==> src/pps_pkg.sv <==
`timescale 1ns / 1ps
// ----------------------------------------------------------------------------
// pps_pkg
// Shared types, codes and helpers of the predator-prey ODE stepper.
// ----------------------------------------------------------------------------
package pps_pkg;

   localparam int DATA_W        = 32;
   localparam int FRAC_BITS_DEF = 16;
   localparam int CSR_IDX_W     = 3;

   // register indexes
   localparam logic [CSR_IDX_W-1:0] CSR_PREY_GROWTH    = 3'd0;
   localparam logic [CSR_IDX_W-1:0] CSR_PREDATION_RATE = 3'd1;
   localparam logic [CSR_IDX_W-1:0] CSR_PREDATOR_GAIN  = 3'd2;
   localparam logic [CSR_IDX_W-1:0] CSR_PREDATOR_DEATH = 3'd3;
   localparam logic [CSR_IDX_W-1:0] CSR_STEP_SIZE      = 3'd4;
   localparam logic [CSR_IDX_W-1:0] CSR_END_TIME       = 3'd5;
   localparam logic [CSR_IDX_W-1:0] CSR_USE_RK4        = 3'd6;

   // datapath operations
   localparam logic [2:0] OP_NOP = 3'd0;  // operands still feed the multiplier
   localparam logic [2:0] OP_WB  = 3'd1;  // round and saturate product, write back
   localparam logic [2:0] OP_ADD = 3'd2;
   localparam logic [2:0] OP_SUB = 3'd3;
   localparam logic [2:0] OP_ACC = 3'd4;  // add k into the RK4 weighted sums

   // operand sources
   localparam logic [3:0] SRC_X    = 4'd0;
   localparam logic [3:0] SRC_Y    = 4'd1;
   localparam logic [3:0] SRC_PX   = 4'd2;
   localparam logic [3:0] SRC_PY   = 4'd3;
   localparam logic [3:0] SRC_KX   = 4'd4;
   localparam logic [3:0] SRC_KY   = 4'd5;
   localparam logic [3:0] SRC_T1   = 4'd6;
   localparam logic [3:0] SRC_T2   = 4'd7;
   localparam logic [3:0] SRC_A11  = 4'd8;
   localparam logic [3:0] SRC_A12  = 4'd9;
   localparam logic [3:0] SRC_A21  = 4'd10;
   localparam logic [3:0] SRC_A22  = 4'd11;
   localparam logic [3:0] SRC_INC  = 4'd12;  // h/2 in the first two stages, else h
   localparam logic [3:0] SRC_FINC = 4'd13;  // h/6 for RK4, h for Euler
   localparam logic [3:0] SRC_FINX = 4'd14;  // saturated sum for RK4, kx for Euler
   localparam logic [3:0] SRC_FINY = 4'd15;

   // destinations
   localparam logic [2:0] DST_X  = 3'd0;
   localparam logic [2:0] DST_Y  = 3'd1;
   localparam logic [2:0] DST_PX = 3'd2;
   localparam logic [2:0] DST_PY = 3'd3;
   localparam logic [2:0] DST_KX = 3'd4;
   localparam logic [2:0] DST_KY = 3'd5;
   localparam logic [2:0] DST_T1 = 3'd6;
   localparam logic [2:0] DST_T2 = 3'd7;

   typedef struct packed {
      logic                     func;
      logic signed [DATA_W-1:0] prey_init;
      logic signed [DATA_W-1:0] predator_init;
      logic signed [DATA_W-1:0] start_time;
   } pps_req_type;

   typedef struct packed {
      logic signed [DATA_W-1:0] prey_out;
      logic signed [DATA_W-1:0] predator_out;
      logic signed [DATA_W-1:0] time_out;
      logic                     last;
   } pps_rsp_type;

   typedef struct packed {
      logic       capture;
      logic [2:0] op;
      logic [3:0] a_sel;
      logic [3:0] b_sel;
      logic [2:0] dst;
      logic       inc_half;
      logic       acc_dbl;
   } pps_cmd_type;

   typedef struct packed {
      logic use_rk4;
   } pps_status_type;

   function automatic logic signed [DATA_W-1:0] sat64(input logic signed [63:0] v);
      logic signed [63:0] hi;
      logic signed [63:0] lo;
      hi = 64'sh0000_0000_7FFF_FFFF;
      lo = -64'sh0000_0000_8000_0000;
      if (v > hi)
         return 32'sh7FFF_FFFF;
      else if (v < lo)
         return 32'sh8000_0000;
      else
         return v[DATA_W-1:0];
   endfunction

endpackage

==> src/pps_ctrl.sv <==
`timescale 1ns / 1ps
// ----------------------------------------------------------------------------
// pps_ctrl
// Controller: handshakes and the micro-sequence of one integration step.
// ----------------------------------------------------------------------------
module pps_ctrl import pps_pkg::*; (
   input  logic           clock,
   input  logic           reset,
   input  logic           req_valid,
   input  logic           req_func,
   output logic           req_ready,
   output logic           rsp_valid,
   input  logic           rsp_ready,
   input  pps_status_type status,
   output pps_cmd_type    cmd
);

   localparam logic [1:0] ST_IDLE  = 2'd0;
   localparam logic [1:0] ST_DERIV = 2'd1;
   localparam logic [1:0] ST_FINAL = 2'd2;

   localparam logic [1:0] K_MUL = 2'd0;
   localparam logic [1:0] K_ADD = 2'd1;
   localparam logic [1:0] K_SUB = 2'd2;
   localparam logic [1:0] K_ACC = 2'd3;

   localparam logic [3:0] UPC_LAST_RK4   = 4'd12;
   localparam logic [3:0] UPC_LAST_EULER = 4'd7;
   localparam logic [3:0] UPC_LAST_FINAL = 4'd3;

   logic [1:0] state_ff, state_in;
   logic [3:0] upc_ff, upc_in;
   logic [1:0] stage_ff, stage_in;
   logic       half_ff, half_in;
   logic       rsp_valid_ff, rsp_valid_in;

   logic [1:0] kind;
   logic [3:0] a_sel, b_sel;
   logic [2:0] dst;
   logic       accept;
   logic [3:0] upc_last;

   assign req_ready = (state_ff == ST_IDLE) && (!rsp_valid_ff || rsp_ready);
   assign accept    = req_valid && req_ready;
   assign rsp_valid = rsp_valid_ff;

   // micro-program
   always_comb begin
      kind  = K_MUL;
      a_sel = SRC_X;
      b_sel = SRC_T1;
      dst   = DST_T1;
      if (state_ff == ST_FINAL) begin
         case (upc_ff)
            4'd0:    begin kind = K_MUL; a_sel = SRC_FINC; b_sel = SRC_FINX; dst = DST_T1; end
            4'd1:    begin kind = K_ADD; a_sel = SRC_X;    b_sel = SRC_T1;   dst = DST_X;  end
            4'd2:    begin kind = K_MUL; a_sel = SRC_FINC; b_sel = SRC_FINY; dst = DST_T2; end
            default: begin kind = K_ADD; a_sel = SRC_Y;    b_sel = SRC_T2;   dst = DST_Y;  end
         endcase
      end else begin
         case (upc_ff)
            4'd0:  begin kind = K_MUL; a_sel = SRC_A11; b_sel = SRC_PX;  dst = DST_T1; end
            4'd1:  begin kind = K_MUL; a_sel = SRC_A12; b_sel = SRC_PX;  dst = DST_T2; end
            4'd2:  begin kind = K_MUL; a_sel = SRC_T2;  b_sel = SRC_PY;  dst = DST_T2; end
            4'd3:  begin kind = K_SUB; a_sel = SRC_T1;  b_sel = SRC_T2;  dst = DST_KX; end
            4'd4:  begin kind = K_MUL; a_sel = SRC_A21; b_sel = SRC_PX;  dst = DST_T1; end
            4'd5:  begin kind = K_MUL; a_sel = SRC_T1;  b_sel = SRC_PY;  dst = DST_T1; end
            4'd6:  begin kind = K_MUL; a_sel = SRC_A22; b_sel = SRC_PY;  dst = DST_T2; end
            4'd7:  begin kind = K_SUB; a_sel = SRC_T1;  b_sel = SRC_T2;  dst = DST_KY; end
            4'd8:  begin kind = K_ACC; end
            4'd9:  begin kind = K_MUL; a_sel = SRC_KX;  b_sel = SRC_INC; dst = DST_T1; end
            4'd10: begin kind = K_ADD; a_sel = SRC_X;   b_sel = SRC_T1;  dst = DST_PX; end
            4'd11: begin kind = K_MUL; a_sel = SRC_KY;  b_sel = SRC_INC; dst = DST_T2; end
            default: begin kind = K_ADD; a_sel = SRC_Y; b_sel = SRC_T2;  dst = DST_PY; end
         endcase
      end
   end

   always_comb begin
      cmd.capture  = accept;
      cmd.a_sel    = a_sel;
      cmd.b_sel    = b_sel;
      cmd.dst      = dst;
      cmd.inc_half = !stage_ff[1];
      cmd.acc_dbl  = stage_ff[1] ^ stage_ff[0];
      if (state_ff == ST_IDLE) begin
         cmd.op = OP_NOP;
      end else begin
         case (kind)
            K_MUL:   cmd.op = half_ff ? OP_WB : OP_NOP;
            K_ADD:   cmd.op = OP_ADD;
            K_SUB:   cmd.op = OP_SUB;
            default: cmd.op = OP_ACC;
         endcase
      end
   end

   assign upc_last = status.use_rk4 ? UPC_LAST_RK4 : UPC_LAST_EULER;

   always_comb begin
      state_in     = state_ff;
      upc_in       = upc_ff;
      stage_in     = stage_ff;
      half_in      = 1'b0;
      rsp_valid_in = rsp_valid_ff;
      if (rsp_ready) rsp_valid_in = 1'b0;
      if (accept) rsp_valid_in = 1'b1;
      case (state_ff)
         ST_IDLE: begin
            if (accept && req_func) begin
               state_in = ST_DERIV;
               upc_in   = '0;
               stage_in = '0;
            end
         end
         ST_DERIV: begin
            if (kind == K_MUL && !half_ff) begin
               half_in = 1'b1;
            end else if (upc_ff == upc_last) begin
               upc_in = '0;
               if (!status.use_rk4 || stage_ff == 2'd3) begin
                  state_in = ST_FINAL;
               end else begin
                  stage_in = stage_ff + 2'd1;
               end
            end else begin
               upc_in = upc_ff + 4'd1;
            end
         end
         ST_FINAL: begin
            if (kind == K_MUL && !half_ff) begin
               half_in = 1'b1;
            end else if (upc_ff == UPC_LAST_FINAL) begin
               state_in = ST_IDLE;
               upc_in   = '0;
            end else begin
               upc_in = upc_ff + 4'd1;
            end
         end
         default: state_in = ST_IDLE;
      endcase
   end

   always_ff @(posedge clock) begin
      if (reset) begin
         state_ff     <= ST_IDLE;
         upc_ff       <= '0;
         stage_ff     <= '0;
         half_ff      <= 1'b0;
         rsp_valid_ff <= 1'b0;
      end else begin
         state_ff     <= state_in;
         upc_ff       <= upc_in;
         stage_ff     <= stage_in;
         half_ff      <= half_in;
         rsp_valid_ff <= rsp_valid_in;
      end
   end

   a_step_blocks: assert property (@(posedge clock) disable iff (reset)
      (accept && req_func) |=> !req_ready)
      else $error("step beat accepted but ready stayed high");

   a_rsp_from_accept: assert property (@(posedge clock) disable iff (reset)
      $rose(rsp_valid_ff) |-> $past(accept))
      else $error("response raised without an accepted request");

   a_upc_range: assert property (@(posedge clock) disable iff (reset)
      (state_ff == ST_FINAL) |-> (upc_ff <= UPC_LAST_FINAL))
      else $error("final micro-sequence counter out of range");

   a_idle_no_half: assert property (@(posedge clock) disable iff (reset)
      (state_ff == ST_IDLE) |-> !half_ff)
      else $error("multiply phase pending while idle");

endmodule

==> config.mk <==
export PLATFORM = sky130hd
export DESIGN_NAME = pps_ctrl
export DESIGN_NICKNAME = d
export VERILOG_FILES = /design/src/pps_pkg.sv /design/src/pps_ctrl.sv
export SDC_FILE = /design/constraint.sdc
export NUM_CORES = 1
export LEC_CHECK = 0
export ABC_AREA = 0
export BUFFER_PORTS_ARGS = -buffer_cell sky130_fd_sc_hd__clkbuf_2
export CAP_MARGIN = 20
export CORE_MARGIN = 2
export CORE_UTILIZATION = 35
export CTS_CLUSTER_DIAMETER = 120
export DETAILED_ROUTE_END_ITERATION = 12
export HOLD_SLACK_MARGIN = 0.02
export PLACE_DENSITY = 0.52
export SYNTH_ARGS = -nofsm -noshare
export SYNTH_HDL_FRONTEND = slang
export SYNTH_SLANG_ARGS = --single-unit
==> constraint.sdc <==
create_clock -name clock -period 4.1 [get_ports clock]
set_input_delay 0.41 -clock clock [delete_from_list [all_inputs] [get_ports clock]]
set_output_delay 0.41 -clock clock [all_outputs]
set_load 0.05 [all_outputs]
==> summary.md, run 1 <==
| Metric | Value |
|---|---|
| Remaining global-route overflow | `0` |
| Routed wirelength normalized by instance count | `12.7 um` |
| NumNets Final | `187` |
| Synth top area cells | `sky130_fd_sc_hd__dfxtp_1 (18%), sky130_fd_sc_hd__ha_1 (13%), sky130_fd_sc_hd__inv_1 (5.5%)` |
| Number of warnings issued by yosys | `0` |
| Top cell type's share of synthesized area | `0.182` |
| Worst hold-check path type | `in2reg` |
| Count of state elements after synthesis | `10` |
| Via count of the first global-routing pass | `1,041` |
| Unrepaired setup endpoints after global routing | `no` |
| Port Buffers | `24` |
| Slew at the pin with the worst max-slew slack | `0.510 ns` |
| Upper clock frequency limit | `299 MHz` |
| Wire length of the first global-routing pass | `4.53 mm` |
| Crit path kind | `reg2out` |
| Clock Latency Late Sink | `0.26 ns` |
| Fraction of the mapped netlist area in simple logic gates | `0.276` |
| H-Tree Level Count | `1` |
| DRT Wirelength | `2.70 mm` |
| Number of instances in the synthesized netlist | `150` |
| Sequential area share after synthesis | `0.182` |
| Number of standard-cell rows in the floorplan | `20` |
| Sum of negative setup slack | `0 ns` |
| Count of flip-flops with a built-in enable after synthesis | `0` |
| Post-Place Cell Area | `1230 um2` |
| Required time of the critical path | `3.69 ns` |
| Mean area per synthesized cell | `7.32 um2` |
| Status | `finished, final reports clean` |
| Final number of hold-violating endpoints | `0` |
| Overall die height | `60.0 um` |
| Number of max-cap violations | `0` |
| Final instance area | `1270 um2` |
| Period Utilization, post-route | `0.814` |
| Fraction of synthesized area in multiplexers | `0.0182` |
| Critical-path maximum fanout | `9` |
| Initial cell density of the core | `0.362` |
| CTS tree | `built` |
| Num CTS Buffers | `3` |
| Fraction of the mapped netlist area in adder cells | `0.125` |
| Clock Tree Buf Depth | `2` |
| Synth cell count leaders | `sky130_fd_sc_hd__inv_1 (16), sky130_fd_sc_hd__nand2_1 (12), sky130_fd_sc_hd__nor2_1 (12), sky130_fd_sc_hd__a21oi_1 (11), sky130_fd_sc_hd__ha_1 (11)` |
| Pwr/cell area | `458 nW/um2` |
| Lkg Pwr | `0.587 nW` |
| Hold path cells | `3` |
| Buffers inserted during post-CTS setup optimization | `0` |
| Gr usage total | `0.163` |
| I/O pin count | `25` |
| Critical path data arrival time | `2.93 ns` |
| Post-DP HPWL | `2.12 mm` |
| Core region area | `3030 um2` |
| Destination of the worst register-to-register timing path | `state_ff[1]` |
| Die Outline Area | `3600 um2` |
| R2r setup slk | `0.83 ns` |
| Most frequent cell after synthesis | `sky130_fd_sc_hd__inv_1` |
| Top_reg_cell synth | `sky130_fd_sc_hd__dfxtp_1` |
| Clock-pin slew on the worst setup and hold paths | `0.07 ns` |
| Cell taking the most area after synthesis | `sky130_fd_sc_hd__dfxtp_1` |
| Xor and xnor area share after synthesis | `0` |
| Number of design rule violations left after detail routing | `0` |
| Number of max-slew violations in the final report | `0` |
| Clk sinks | `10` |
| Detailed Route Iter0 Violations | `65` |
| Chip Width | `60.0 um` |
| Antenna-violating nets left | `0` |
| Non-filler cells in the finished layout | `213` |
| Share of flip-flops with an asynchronous set or reset | `0` |
| Reg2Reg Depth | `13` |
| GPL Wtd Cong | `0.850` |
| Worst Hold Path EP | `rsp_valid` |
| Minimum clock period | `3.34 ns` |
| Critical Path Source Type | `flop` |
| Vias | `1,126` |
| Root buf cell | `sky130_fd_sc_hd__clkbuf_4` |
| Worst clock skew | `0.00127 ns` |
| Startpoint of the worst register-to-register path | `upc_ff[0]` |
| Largest family of logic cells by synthesized area | `compound AO/OA/AOI/OAI gates` |
| Hold Path Origin | `req_valid` |
| Hold buffer count at CTS | `0` |
| Count of antenna diodes in the layout | `0` |
| Quantity of gates resized following cts | `0` |
| Initial antenna violation count | `0` |
| Total design power | `0.582 mW` |
| Max-slew headroom at the worst pin | `0.660` |
| Share of final-layout standard cells stronger than drive strength 1 | `0.207` |
| Fraction of the mapped netlist area in compound gates | `0.307` |
| Worst IR Drop VDD | `302 uV` |
| Post-placement cell count | `209` |
| Maximum number of pins on one net before global-route repair | `17` |
| Routed via count divided by cell count | `5.29` |
| Number of distinct library cell variants in the gate-level netlist after synthesis | `42` |
| Length of the first detailed-routing pass in iterations | `4` |
| Post-synthesis net count | `167` |
| Setup violators final | `0` |
| Synth-to-layout area growth | `15.6%` |
| Area of the mapped netlist | `1100 um2` |
| Min Hold Slack | `0.417 ns` |
| Worst setup EP type | `output port` |
## registers in the layout (all words and copies together) (netlist names)
name and count:
stage_ff 2, rsp_valid 1, upc_ff 4, half_ff 1
state_ff 2
## routing by layer
layer	vias to the layer above	track usage	share of wire
met4	0	0.0730	0.013
met1	521	0.216	0.48
met3	4	0.0152	0.041
met2	25	0.264	0.46
li1	576	-	-
met5	-	0	0
## layout make-up
cell class,count,area [um2]
Fill cell,335,1760
Multi-Input combinational cell,115,797
Sequential cell,10,200
Timing Repair Buffer,24,120
Inverter,16,60.1
Tap cell,44,55.1
Clock buffer,4,36.3
## worst max-delay path, cell delays in order (launching register included)
cell	delay (ns)
sky130_fd_sc_hd__dfxtp_1	0.42
sky130_fd_sc_hd__inv_1	0.12
sky130_fd_sc_hd__ha_1	0.30
sky130_fd_sc_hd__nor2_1	0.40
sky130_fd_sc_hd__o21ai_0	0.15
sky130_fd_sc_hd__o211ai_1	0.13
sky130_fd_sc_hd__inv_1	0.09
sky130_fd_sc_hd__or2_2	0.30
sky130_fd_sc_hd__ha_1	0.23
sky130_fd_sc_hd__a22oi_1	0.21
sky130_fd_sc_hd__a211oi_1	0.07
sky130_fd_sc_hd__clkbuf_2	0.24
## per-stage QoR
| stage | setup WS [ns] | utilization |
|---|---|---|
| 2_1_floorplan | 0.498 | - |
| 3_3_place_gp | 0.973 | 0.407 |
| 3_5_place_dp | 0.905 | 0.407 |
| 4_1_cts | 0.794 | 0.419 |
| 5_1_grt | 0.537 | 0.419 |
| 6_report | 0.761 | 0.419 |
## worst max-delay path by stage
stage               startpoint  cells after the start  slack [ns]           to
global placement     upc_ff[0]                     13        0.97  state_ff[0]
finish               upc_ff[0]                     11        0.76      cmd[13]
detailed placement   upc_ff[0]                     13        0.90  state_ff[1]
global route         upc_ff[0]                     11        0.54      cmd[13]
floorplan            upc_ff[0]                     11        0.50      cmd[13]
CTS                  upc_ff[0]                     11        0.79      cmd[13]
## layout by cell type, fill, tap and decap left out, types with 2 or more instances in the layout
master	n
sky130_fd_sc_hd__a21o_1	5
sky130_fd_sc_hd__a21oi_1	11
sky130_fd_sc_hd__a22oi_1	4
sky130_fd_sc_hd__a31oi_1	3
sky130_fd_sc_hd__and2_1	2
sky130_fd_sc_hd__and4bb_2	2
sky130_fd_sc_hd__clkbuf_2	24
sky130_fd_sc_hd__clkbuf_4	3
sky130_fd_sc_hd__dfxtp_1	10
sky130_fd_sc_hd__ha_1	11
sky130_fd_sc_hd__inv_1	16
sky130_fd_sc_hd__mux2i_1	2
sky130_fd_sc_hd__nand2_1	12
sky130_fd_sc_hd__nand2b_1	4
sky130_fd_sc_hd__nand3_1	2
sky130_fd_sc_hd__nand4_1	2
sky130_fd_sc_hd__nor2_1	12
sky130_fd_sc_hd__nor2b_1	3
sky130_fd_sc_hd__nor3_1	5
sky130_fd_sc_hd__o211ai_1	4
sky130_fd_sc_hd__o21ai_0	6
sky130_fd_sc_hd__o22ai_1	4
sky130_fd_sc_hd__o31ai_1	2
sky130_fd_sc_hd__or3_1	2
## cell families after synthesis
family                   Yosys count
flip-flops                        10
AO/OA/AOI/OAI                     47
adder cells (fa/ha/maj)           11
buffers and inverters             25
AND/OR/NAND/NOR                   55
multiplexers                       2
## report_power, final
part | switching [mW] | internal (mW)
registers | 0.0114 | 0.110
logic | 0.254 | 0.118
clock network | 0.0343 | 0.0538
No activity file was read; power rests on OpenSTA's default activity.
==> inputs of run 2 (changes only) <==
==> constraint.sdc (replaced) <==
create_clock -name clock -period 3.13 [get_ports clock]
set_input_delay 0.313 -clock clock [delete_from_list [all_inputs] [get_ports clock]]
set_output_delay 0.313 -clock clock [all_outputs]
set_load 0.05 [all_outputs]
==> run 2 against run 1 <==
Clock skew is 0.00089 ns lower. Sequential power up 32%. First-iteration DRC count rose by 18%.
==> summary.md, run 2 (same netlist as run 1, synthesis figures left out) <==
| Metric | Value |
|---|---|
| Status | `finished, final reports clean` |
| I/O pin count | `25 (unchanged)` |
| Leading cell type in the layout, fill and taps excluded | `sky130_fd_sc_hd__clkbuf_2` |
| Post-placement cell count | `217 (+3.8%)` |
| Maximum number of pins on one net before global-route repair | `16 (-1)` |
| Flip-flop count of the largest register, all copies and words added | `4 (unchanged)` |
| Initial cell density of the core | `0.362 (unchanged)` |
| Number of standard-cell rows in the floorplan | `20 (unchanged)` |
| Synth-to-layout area growth | `21.1%` |
| Critical-path maximum fanout | `6 (-3)` |
| Largest register by flop count | `upc_ff` |
| H-Tree Level Count | `1 (unchanged)` |
| Slew at the pin with the worst max-slew slack | `0.526 ns (+0.0161 ns)` |
| Count of antenna diodes in the layout | `0 (unchanged)` |
| Share of final-layout standard cells stronger than drive strength 1 | `0.267 (+0.0599)` |
| Hold Path Origin | `req_valid` |
| Number of design rule violations left after detail routing | `0 (unchanged)` |
| GPL Wtd Cong | `0.935 (+10%)` |
| Overall die height | `60.0 um (unchanged)` |
| Highest-count cells in the layout ignoring fill and taps | `sky130_fd_sc_hd__clkbuf_2 (23), sky130_fd_sc_hd__inv_1 (16), sky130_fd_sc_hd__nand2_1 (12)` |
| Worst path cell trace | `inv_1, ha_1, inv_1, a22oi_1, o21ai_1, nor3_1, or2_2, ha_1, nand2b_1, o211ai_2, nand2b_4, or4_1, o31ai_1` |
| Destination of the worst register-to-register timing path | `stage_ff[1]` |
| Hold buffer count at CTS | `0 (unchanged)` |
| Clk sinks | `10 (unchanged)` |
| Clock Tree Buf Depth | `2 (unchanged)` |
| Root buf cell | `sky130_fd_sc_hd__clkbuf_4` |
| Num CTS Buffers | `3 (unchanged)` |
| Period Utilization, post-route | `0.921` |
| Routed wirelength normalized by instance count | `14.0 um (+10%)` |
| Clock-pin slew on the worst setup and hold paths | `0.06 ns (about the same)` |
| Quantity of gates resized following cts | `0 (unchanged)` |
| Worst clock skew | `0.000379 ns (-0.000887 ns)` |
| Hold path cells | `3 (unchanged)` |
| Logic gate share of total power | `0.674 (+0.035)` |
| Reg2Reg Depth | `13 (unchanged)` |
| R2r setup slk | `0.25 ns (-0.58 ns)` |
| DRT Wirelength | `3.07 mm (+14%)` |
| Lkg Pwr | `0.621 nW (+5.8%)` |
| Die Outline Area | `3600 um2 (unchanged)` |
| Minimum clock period | `2.88 ns` |
| Highest-delay cell along the critical path | `sky130_fd_sc_hd__or4_1` |
| Critical Path Source Type | `flop` |
| Total design power | `0.752 mW (+29%)` |
| Relative contribution of sequential cells to total power | `0.214 (+0.005)` |
| Unrepaired setup endpoints after global routing | `no` |
| Worst Hold Path EP | `rsp_valid` |
| Length of the first detailed-routing pass in iterations | `4 (unchanged)` |
| Non-filler cells in the finished layout | `220 (+3.3%)` |
| Fraction of the core area covered by cells at the end of the flow | `0.439 (+0.0198)` |
| Detailed Route Iter0 Violations | `77 (+18%)` |
| Sum of negative setup slack | `0 ns (unchanged)` |
| Stage delay of the slowest cell on the critical path | `0.47 ns (+0.05 ns)` |
| Pwr/cell area | `566 nW/um2 (+23%)` |
| Via count of the first global-routing pass | `1,135 (+9.0%)` |
| Post-DP HPWL | `2.51 mm (+19%)` |
| Startpoint of the worst register-to-register path | `upc_ff[0]` |
| Final number of hold-violating endpoints | `0 (unchanged)` |
| CTS tree | `built` |
| Gr usage total | `0.192 (+0.0294)` |
| Max-slew headroom at the worst pin | `0.649 (-0.0107)` |
| Routed via count divided by cell count | `5.39 (+1.9%)` |
| NumNets Final | `195 (+4.3%)` |
| Setup violators final | `0 (unchanged)` |
| Worst setup EP type | `flop` |
| Reported net switching power | `0.399 mW (+33%)` |
| Buffers inserted during post-CTS setup optimization | `0 (unchanged)` |
| Crit path kind | `reg2reg` |
| Number of max-slew violations in the final report | `0 (unchanged)` |
| Internal power consumption | `0.353 mW (+25%)` |
| Worst IR Drop VDD | `458 uV (+52%)` |
| Wire length of the first global-routing pass | `5.18 mm (+14%)` |
| Initial antenna violation count | `0 (unchanged)` |
| Port Buffers | `24 (unchanged)` |
| Critical path data arrival time | `3.06 ns (+0.13 ns)` |
| Switching fraction of total power | `0.530 (+0.0157)` |
| Chip Width | `60.0 um (unchanged)` |
| Vias | `1,185 (+5.2%)` |
| Antenna-violating nets left | `0 (unchanged)` |
| Leading registers by flop count | `upc_ff (4), stage_ff (2), state_ff (2)` |
| Part of the total power dissipated in the clock network | `0.112 (-0.040)` |
| Required time of the critical path | `3.31 ns (-0.38 ns)` |
| Core region area | `3030 um2 (unchanged)` |
| Worst hold-check path type | `in2reg` |
| Number of max-cap violations | `0 (unchanged)` |
| Min Hold Slack | `0.342 ns (-0.0752 ns)` |
| Clock Latency Late Sink | `0.26 ns (about the same)` |
| Remaining global-route overflow | `0 (unchanged)` |
| Upper clock frequency limit | `347 MHz` |
[run 2: final cells by class]
type	instances	area, um2
Inverter	16	60.1
Tap cell	44	55.1
Sequential cell	10	201
Fill cell	321	1700
Clock buffer	3	22.5
Timing Repair Buffer	32	180
Multi-Input combinational cell	115	810
[run 2: power by group through the flow]
stage | clock, mW | sequential [mW] | combinational [mW]
after CTS | 0.0904 | 0.160 | 0.513
after global routing | 0.0964 | 0.165 | 0.551
after detailed placement | 0 | 0.163 | 0.511
after floorplan | 0 | 0.168 | 0.399
after global placement | 0 | 0.162 | 0.505
final | 0.0846 | 0.161 | 0.507
[run 2: how the worst max path moves through the flow]
stage	startpoint	endpoint	slack [ns]	cells past startpoint
after detailed placement	upc_ff[0]	state_ff[1]	0.1	13
after CTS	upc_ff[0]	state_ff[1]	0.07	13
after global routing	upc_ff[1]	state_ff[1]	0.0007	13
final	upc_ff[0]	stage_ff[1]	0.25	13
after global placement	upc_ff[0]	state_ff[1]	0.15	13
after floorplan	upc_ff[0]	state_ff[0]	0.06	14
[run 2: critical path, delay by kind of cell (launching register included)]
kind                       cells  cell delay [ns]
and+or+nand+nor                5             1.17
buffers and inverters          2             0.24
adders and majority gates      2             0.50
AOI/OAI and AO/OA              4             0.51
DFF                            1             0.38
[run 2: metal layers]
metal | track usage | wire length [um]
met1 | 0.214 | 1320
met3 | 0.0195 | 112
met5 | 0 | 0
met2 | 0.356 | 1560
met4 | 0.0952 | 74
[run 2: metrics by stage]
step | worst slack (ns) | cell area, um2
2_1_floorplan | 0.0576 | 1110
3_3_place_gp | 0.149 | 1300
3_5_place_dp | 0.0980 | 1300
4_1_cts | 0.0723 | 1330
5_1_grt | 0.000708 | 1330
6_report | 0.248 | 1330
